==> config.mk <==
export PLATFORM = sky130hd
export DESIGN_NAME = tlps_ram
export DESIGN_NICKNAME = d
export VERILOG_FILES = /design/src/rtl/tlps_ram.sv
export SDC_FILE = /design/constraint.sdc
export NUM_CORES = 2
export LEC_CHECK = 0
export BUFFER_PORTS_ARGS = -buffer_cell sky130_fd_sc_hd__buf_2
export CAP_MARGIN = 40
export CORE_MARGIN = 2
export CORE_UTILIZATION = 50
export DETAILED_ROUTE_END_ITERATION = 12
export GPL_ROUTABILITY_DRIVEN = 0
export MAX_ROUTING_LAYER = met4
export PLACE_DENSITY = 0.72
export SLEW_MARGIN = 20
export SYNTH_ARGS = -nofsm -noshare
export SYNTH_HDL_FRONTEND = slang
export SYNTH_SLANG_ARGS = --single-unit
==> constraint.sdc <==
create_clock -name clk -period 5.8 [get_ports clk]
set_input_delay 0.87 -clock clk [delete_from_list [all_inputs] [get_ports clk]]
set_output_delay 0.87 -clock clk [all_outputs]
set_load 0.01 [all_outputs]
==> src/rtl/tlps_ram.sv <==
`timescale 1ns / 1ps
// Generic single-write, single-read RAM with registered read data.
// Used for both job queues; no package dependency.
module tlps_ram #(
    parameter int WIDTH = 32,
    parameter int DEPTH = 64
) (
    input  logic                     clk,
    input  logic                     we,
    input  logic [$clog2(DEPTH)-1:0] waddr,
    input  logic [WIDTH-1:0]         wdata,
    input  logic                     re,
    input  logic [$clog2(DEPTH)-1:0] raddr,
    output logic [WIDTH-1:0]         rdata
);

    logic [WIDTH-1:0] mem [DEPTH];
    logic [WIDTH-1:0] rdata_reg;

    always_ff @(posedge clk)
    begin
        if (we)
        begin
            mem[waddr] <= wdata;
        end
        if (re)
        begin
            rdata_reg <= mem[raddr];
        end
    end

    assign rdata = rdata_reg;

endmodule

# Yosys cells after proc, flatten, opt, wreduce, memory -nomap -nowiden
# Memories as Yosys holds them, arrays and structs flattened. A register that Yosys moved wholly into a read port is not among the register bits.
# Index checks and enable logic that the tools add are counted.
[op_classes]
mux = 2
[op_table]
columns = ["op", "count"]
rows = [
  ["1-bit two-way mux", 2],
]
[word_totals]
regBits = 0
ram_bits = 2048
inputBits = 47
out_inout_bits = 32
wordCells = 3
mem_count = 1
[mem_list]
columns = ["name", "depth", "word_bits", "rd", "rd_clocked_by_memory_dff", "wr", "line", "source"]
rows = [
  ["mem", 64, 32, 1, 1, 1, "17", "logic [WIDTH-1:0] mem [DEPTH];"],
]

# Longest topological paths before layout
[depth]
ltp_word = 2
mapped_depth = 10
mapped_depth_nobuf = 5

# Worst setup path after synthesis
# OpenSTA, ideal clock, no wires.
[synth_path]
kind = "input port to flip-flop"
startpoint = "input port waddr[3]"
endpoint = "memory mem[48][0] (enable)"
setup_ns = 0.461
arrival_ns = 3.569
required_time_ns = 5.339
path_slack_ns = 1.770
cell_stages = 4
path_buffers = 1
cell_sequence = "clkbuf_1 nor2b_1 nand4b_1 nor3_1"
[synth_rtl]
columns = ["element", "line", "source"]
rows = [
  ["start, declared", "10", "input logic [$clog2(DEPTH)-1:0] waddr,"],
  ["end, declared", "17", ""],
]
# No word-level cell before the write port.

==> out/metrics.yaml <==
fin_crit_ns: 3.52
core-area_um2: 156000
grt_start_max_net_pins: 79
fin_worst_skew_ns: 0.0292
row_count: 145
path_cells: "buf_8, buf_12, buf_4, mux4_2, mux4_2, o22ai_1, nor2_1"
ys_types: 33
drv_slew: 0
netlist_instances: 3324
pin_count: 79
max_slew.worst_pin.slew_ns: 0.905
overflow: 0
worstSetupPathType: "input port to flop"
hpwl_um: 114000
areaGrowthSynthToFinish_pct: 13.9
nNetsFinal: 3645
largest_reg_flops: 2048
clock_path_buffers: 3
placed_area_um2: 83600
ys_seq_elements: 2080
hold_viol: 0
grt_setup_unrepaired: "false"
tns_ns: 0
peakVddDrop_mv: 0.286
end_kind: "flop"
mostFrequentLayoutCell: "edfxtp_1"
grt_pass1_wl_um: 283000
start_kind: "input port"
wl_um: 199000
synth_area_um2: 78800
ff2ff_setup_slack_ns: 3.35
antenna_found_initial: 21
cts_tree: "yes"
firstDrtPassIters: 5
first_iter_violations: 5277
cp_slowest_stage_delay_ns: 0.67
total_power_mw: 30.6
synthFlopType: "edfxtp_1"
leakagePower_nw: 27.9
port_buffers: 78
viasPerCell: 6.48
clock_latency_ns: 0.82
grt_pass1_vias: 37900
wl_per_cell_um: 34.1
status: "finished, final reports clean"
ys_seq_area_share_pct: 79.2
synth_edf_count: 2080
layout_common_cells: "edfxtp_1 (2080), mux4_2 (544), clkbuf_16 (204), buf_4 (111), mux2i_1 (93)"
final_area_um2: 89800
syn_area_per_cell_um2: 23.7
setup_viol: 0
grt_usage_pct: 25.6
cts.clk_slew.worst_paths_ns: 0.06
cp_common_cell: "mux4_2"
drc: 0
post-cts-setup-buffers: 0
max_freq_ghz: 0.284
drive_gt1_share_pct: 30.2
power_density_nw_per_um2: 341
critPathSlowestCell: "o22ai_1"
start_util_pct: 50.4
cp_max_fo: 56
cp_data_arrival_time_ns: 4.06
cts-htree-levels: 4
cp_top_family: "buffers and inverters"
clock-root-buffer: "clkbuf_16"
antenna_left: 0
fin_crit_sh_pct: 60.7
whs_ns: 0.470
synth_nets: 3371
cp.buffers_inverters: 3
cts_hold_buf: 0
slew_headroom_pct: 39.7
vias: 37700
numCtsBuffers: 199
yosysWarnings: 0
die_area_um2: 161000
cts.sinks: 2080
die_h_um: 401
fp.dieW_um: 401
async_reset_ff_share_pct: 0
worst_ep_required_time_ns: 6.34
min_path_type: "input port to flop"
cap_violations: 0
post_cts_resized: 0
[cell type report]
class	count	area (um2)
antenna	14	35.0
multi-input combinational	1062	16000
tap	2058	2570
fill	10800	66600
sequential	2080	62500
clock inverter	98	840
timing repair buffer	255	2630
clock buffer	254	5290
[power breakdown]
| part | internal, mW | switching [mW] | leakage (nW) | total, mW |
|---|---|---|---|---|
| sequential | 16.7 | 0.0577 | 18.7 | 16.7 |
| clock | 6.95 | 5.39 | 2.98 | 12.3 |
| combinational | 0.586 | 0.942 | 6.19 | 1.53 |
| total | 24.2 | 6.39 | 27.9 | 30.6 |
[cells by family (layout without fill, tap and decap cells)]
kind of cell    after synthesis  in the layout  synth area share [%]
mux                         637            637                  16.7
other cells                   0             14                     0
simple gates                223            223                  1.26
compound gates              202            202                  1.67
flops                      2080           2080                  79.2
buf+inv                     182            607                  1.12
[through the flow]
step                utilization (%)  instances  setup slack, ns
floorplan                         -       3324             1.77
global placement               52.8       5401             1.32
detailed placement             53.4       5452             1.31
CTS                            57.4       5804             2.17
global route                   57.4       5818             2.20
finish                         57.4       5821             2.28
[worst paths after layout]
kind / startpoint / endpoint / cells after the start
setup / recovery: raddr[0] / rdata[19] / 7
hold / removal: wdata[10] / mem[41][10] / 1
setup reg to reg: mem[47][9] / rdata[9] / 5
hold reg to reg: mem[12][4] / rdata[4] / 4
[layer usage]
metal | share of wire (%) | GRT usage, % | wire [um] | vias up
li1 | - | - | - | 14900
met1 | 37 | 35.1 | 74200 | 20100
met2 | 48 | 39.2 | 96200 | 2433
met3 | 11 | 4.95 | 21700 | 351
met4 | 3.3 | 8.37 | 6580 | 0
met5 | 0 | - | 0 | -
[Yosys cell counts (all sizes together) (4+ instances only)]
cell | n | area (um2)
nand3b | 5 | 37.5
nor3 | 7 | 35.0
and3 | 4 | 25.0
nor2b | 15 | 93.8
a41o | 4 | 40.0
buf | 108 | 608
o32ai | 4 | 35.0
edfxtp | 2080 | 62500
clkbuf | 74 | 278
nand2 | 26 | 97.6
o221ai | 27 | 236
nand2b | 8 | 50.1
a311oi | 8 | 70.1
o22ai | 84 | 526
nor2 | 137 | 514
a22oi | 12 | 90.1
nand3 | 5 | 25.0
mux4 | 544 | 12300
a21oi | 62 | 310
or3b | 5 | 43.8
mux2i | 93 | 931
Note: power is estimated with default switching activity, not from simulation.
